**config.mk**
```make
export PLATFORM = sky130hd
export DESIGN_NAME = vtbc_div
export DESIGN_NICKNAME = d
export VERILOG_FILES = /design/src/rtl/vtbc_pkg.sv /design/src/rtl/vtbc_div.sv
export SDC_FILE = /design/constraint.sdc
export NUM_CORES = 1
export LEC_CHECK = 0
export BUFFER_PORTS_ARGS = -buffer_cell sky130_fd_sc_hd__buf_2
export CAP_MARGIN = 40
export CELL_PAD_IN_SITES_DETAIL_PLACEMENT = 0
export CELL_PAD_IN_SITES_GLOBAL_PLACEMENT = 2
export CORE_UTILIZATION = 32
export DETAILED_ROUTE_END_ITERATION = 16
export GPL_TIMING_DRIVEN = 0
export PLACE_DENSITY = 0.78
export SLEW_MARGIN = 0
export SYNTH_ARGS = -nofsm -noshare
export SYNTH_HDL_FRONTEND = slang
export SYNTH_SLANG_ARGS = --single-unit
```
**constraint.sdc**
```tcl
create_clock -name clk -period 3.8 [get_ports clk]
set_input_delay 0.76 -clock clk [delete_from_list [all_inputs] [get_ports clk]]
set_output_delay 0.76 -clock clk [all_outputs]
set_load 0.01 [all_outputs]
```
**src/rtl/vtbc_pkg.sv**
```systemverilog
// ----------------------------------------------------------------------------
// vtbc_pkg
// Shared types and constants of the vertex transform and back-face cull block
// ----------------------------------------------------------------------------
package vtbc_pkg;

  // divider operand widths: clip * 2^14 and clip w
  localparam int DIV_NUM_W = 48;
  localparam int DIV_DEN_W = 34;

  // field widths
  localparam int SLOT_W  = 10;
  localparam int COORD_W = 16;
  localparam int ENTRY_W = 3 * COORD_W;
  localparam int CFG_IDX_W = 3;

  // input item kinds
  localparam logic KIND_VERTEX   = 1'b0;
  localparam logic KIND_TRIANGLE = 1'b1;

  // configuration register indexes
  typedef enum logic [CFG_IDX_W-1:0] {
    CFG_MATRIX_ROW0,
    CFG_MATRIX_ROW1,
    CFG_MATRIX_ROW2,
    CFG_MATRIX_ROW3,
    CFG_VIEWPORT_ORIGIN,
    CFG_VIEWPORT_SIZE,
    CFG_CULL_ENABLE
  } vtbc_cfg_idx_t;

  // sequencer states
  typedef enum logic [3:0] {
    ST_IDLE,
    ST_MAC,
    ST_MAC_END,
    ST_DIV_GO,
    ST_DIV_WAIT,
    ST_VP_X,
    ST_VP_Y,
    ST_VP_END,
    ST_WRITE,
    ST_READ,
    ST_READ_END,
    ST_CULL_A,
    ST_CULL_B,
    ST_CULL_END,
    ST_EMIT
  } vtbc_state_t;

endpackage

```
**src/rtl/vtbc_div.sv**
```systemverilog
// ----------------------------------------------------------------------------
// vtbc_div
// Signed restoring divider, one quotient bit per cycle, truncates toward zero
// ----------------------------------------------------------------------------
module vtbc_div (
  input  logic                                clk,
  input  logic                                rst_n,
  input  logic                                start,
  input  logic signed [vtbc_pkg::DIV_NUM_W-1:0] num,
  input  logic signed [vtbc_pkg::DIV_DEN_W-1:0] den,
  output logic                                done,
  output logic signed [vtbc_pkg::DIV_NUM_W-1:0] quo
);
  import vtbc_pkg::*;

  localparam int CNT_W = $clog2(DIV_NUM_W);

  logic                 busy_r;
  logic                 done_r;
  logic [CNT_W-1:0]     cnt_r;
  logic                 neg_r;
  logic [DIV_NUM_W-1:0] quo_r;
  logic [DIV_DEN_W-1:0] den_r;
  logic [DIV_DEN_W-1:0] rem_r;
  logic [DIV_DEN_W:0]   trial;
  logic [DIV_DEN_W:0]   diff;
  logic                 ge;

  // one trial subtraction
  always_comb begin
    trial = {rem_r, quo_r[DIV_NUM_W-1]};
    diff  = trial - {1'b0, den_r};
    ge    = (trial >= {1'b0, den_r});
  end

  // control
  always_ff @(posedge clk) begin
    if (!rst_n) begin
      busy_r <= 1'b0;
      done_r <= 1'b0;
      cnt_r  <= '0;
    end else begin
      done_r <= 1'b0;
      if (start) begin
        busy_r <= 1'b1;
        cnt_r  <= '0;
      end else if (busy_r) begin
        cnt_r <= cnt_r + 1'b1;
        if (cnt_r == CNT_W'(DIV_NUM_W - 1)) begin
          busy_r <= 1'b0;
          done_r <= 1'b1;
        end
      end
    end
  end

  // magnitudes and shifting quotient
  always_ff @(posedge clk) begin
    if (start) begin
      neg_r <= num[DIV_NUM_W-1] ^ den[DIV_DEN_W-1];
      quo_r <= num[DIV_NUM_W-1] ? DIV_NUM_W'(-num) : DIV_NUM_W'(num);
      den_r <= den[DIV_DEN_W-1] ? DIV_DEN_W'(-den) : DIV_DEN_W'(den);
      rem_r <= '0;
    end else if (busy_r) begin
      rem_r <= ge ? diff[DIV_DEN_W-1:0] : trial[DIV_DEN_W-1:0];
      quo_r <= {quo_r[DIV_NUM_W-2:0], ge};
    end
  end

  assign done = done_r;
  assign quo  = neg_r ? -$signed(quo_r) : $signed(quo_r);

endmodule

```
==> flow_summary.ini <==
[route]
finalWirelength_um = 30700
antenna_left = 0
drt_first_pass_iters = 7
routedWlPerCell_um = 18.3
dr.first_iter.drc_count = 724
vias = 8892
routed_via_density = 5.30
drcViolationCount = 0

[timing]
max_slew.worst_pin.slew_ps = 908
finalCritPeriodShare_pct = 108
slew_violations = 0
final_hold_viol_count = 0
max_freq_mhz = 243
rsz0062_at_grt = yes
fin_worst_skew_ps = 12.1
setup_ws_ps = -316
slew_headroom_pct = 39.4
setup_viol = 25
fin_crit_ps = 4120

[placed_design]
port-buffer-count = 131
gp_congestion = 0.847
place_area_sq_um = 10600
hpwl_um = 22600

[clocking]
cts_tree = done
clk_pin_slew_ps = 70
cts.path.max_buffers = 2
cts_root_buf = clkbuf_16
clk-insertion-delay-late_ps = 420
cts.sinks = 125
cts_made_buffers = 17
cts_htree_levels = 4
holdBufCountCts = 0

[grt]
grt_max_degree = 38
antenna_found_initial = 0
grt_usage_pct = 20.2
grt_pass1_wl_um = 47500
gr-total-overflow = 0
grt_pass1_vias = 8391

[min_path]
hold_depth = 2
worstHoldStart = cnt_r[5]$_SDFFE_PP0P_
worstHoldPathType = reg2reg

[cells_and_area]
postLayoutCellArea_sq_um = 11800
fillers = 2952
diodes = 0
final_core_util_pct = 41.0
register_area_sq_um = 3330
multi_input_area_sq_um = 6010
final_nets = 1405
drive_above_1_share_pct = 20.2
syn_to_final_growth_pct = 25.6

[run]
maxCapViolCount = 0

[logic_synthesis]
synth_edf_count = 83
syn_inst = 1106
synth.distinct_cells = 63
synth.avg_cell_area_sq_um = 8.49
synth_area_sq_um = 9400
syn_nets = 1230
yosysSeqAreaShare_pct = 35.5
synth_seq_cells = 125
async_flop_share_pct = 0
synthFlopType = edfxtp_1
yosys_warnings = 0

[pwr]
peakVddDrop_mv = 0.216
power-per-cell-area_nw_per_um2 = 430
power.leakage_nw = 4.55

[worst_setup_path]
crit_required_ps = 3040
path_max_fanout = 7
regToRegSetupSlack_ps = 230
r2r_cells = 13
critPathKind = reg2out
crit_path_end_kind = output pin
crit_start = quo_r[5]$_DFFE_PP_
cp_data_arrival_time_ps = 3360
critPathLaunchType = flop
timing.rr.start = den_r[28]$_DFFE_PP_

[floorplan]
die_w_um = 173
initial_core_util_pct = 32.6
fp-row-count = 62
io_pins = 134
die_h_um = 173
die-area_sq_um = 30100
core_area_sq_um = 28800

[outcome]
status = complete, but fails checks
violations = negative setup slack
[worst max-delay path: stages (launching register included)]
cell	delay, ps
edfxtp_1	400
or4_4	550
or3_4	350
or3_4	350
or2_4	300
nor3_4	190
nand3_4	220
o31ai_4	250
xnor2_1	160
buf_2	160
[worst paths after layout]
check	end
max	quo[43]
min	cnt_r[5]$_SDFFE_PP0P_
max reg2reg	rem_r[20]$_SDFFE_PP0P_
min reg2reg	cnt_r[5]$_SDFFE_PP0P_
[flip-flops by register name, summed over array words and instances (netlist names)]
name,count
done,1
busy_r,1
rem_r,34
neg_r,1
cnt_r,6
quo_r,48
den_r,34
[final cells by class]
class | count | share of cell area, %
plain buffers | 51 | 1.69
clock buffers | 18 | 3.64
clock inverters | 14 | 1.75
inverters | 58 | 1.87
multi-input cells | 867 | 50.9
flip-flops and latches | 125 | 28.2
well taps | 384 | 4.07
repair buffers | 161 | 7.84
[layer usage]
layer	routed length, um	track usage, %	vias up
met3	1460	2.94	17
met2	13900	32.0	241
met4	208	4.35	0
met5	0	0	-
li1	-	-	4382
met1	15100	28.8	4252
[through the flow]
| stage | total power, W | instances | setup slack [ps] | hold slack [ps] | TNS (ps) |
|---|---|---|---|---|---|
| 2_1_floorplan | 0.00268 | 1106 | -234 | 453 | -1360 |
| 6_report | 0.00507 | 1678 | -316 | 491 | -4520 |
| 5_1_grt | 0.00531 | 1678 | -409 | 527 | -7060 |
| 3_5_place_dp | 0.00319 | 1622 | -561 | 487 | -14710 |
| 4_1_cts | 0.00505 | 1671 | -373 | 496 | -5320 |
| 3_3_place_gp | 0.00318 | 1621 | -904 | 474 | -35700 |
[cell usage after synthesis, types with 12 or more instances]
master,count,area (sq um)
xnor2_1,96,841
o21ai_0,70,350
nand2_1,111,417
nand3_1,19,95.1
a311oi_1,20,175
dfxtp_1,42,841
nor2_1,113,424
nor3_1,19,95.1
xor2_1,53,464
a21oi_1,88,440
a21o_1,16,120
edfxtp_1,83,2490
inv_1,57,214
clkbuf_1,52,195
o31ai_1,35,263
ha_1,38,475
or4_1,19,143
a211oi_1,12,90.1
o41ai_1,16,140
or3_1,24,150
[layout by cell type (no fill, tap or decap), types with 6 or more instances in the layout]
cell and count:
o21ai_0 57, clkbuf_1 46, nor3_1 16, or3_1 12
nand2_2 6, edfxtp_1 83, xnor2_1 96, nand4_1 11
nor2_1 113, o41ai_1 13, or4_1 15, o21ai_1 10
nand3_1 18, or4_4 7, a21o_1 16, nor2b_1 10
xor2_1 53, buf_2 130, ha_1 38, o31ai_1 23
nand2_1 104, clkbuf_16 17, a21oi_1 87, buf_4 27
o31ai_4 11, a211oi_1 12, nand2b_1 9, inv_1 56
a31oi_1 6, dfxtp_1 42, a311oi_1 19, or3_4 14
[where the power goes]
part           switching [W]  internal (W)
Clock               0.000707       0.00112
Combinational       0.000893      0.000608
Sequential          0.000131       0.00162
Total                0.00173       0.00334
[cells by family after synthesis]
| kind of cell | share of synthesized area, % |
|---|---|
| AO/OA/AOI/OAI | 21.7 |
| XOR/XNOR | 13.9 |
| adder cells (fa/ha/maj) | 5.27 |
| buffers and inverters | 4.67 |
| flip-flops | 35.5 |
| multiplexers | 0.546 |
| AND/OR/NAND/NOR | 18.5 |
[repair_timing]
item                                    CTS  global route
resized for setup                        55            36
pin swaps                                 8            15
endpoints found under the setup margin   62            55
buffers inserted                         20             8
Note: power is estimated with default switching activity, not from simulation.
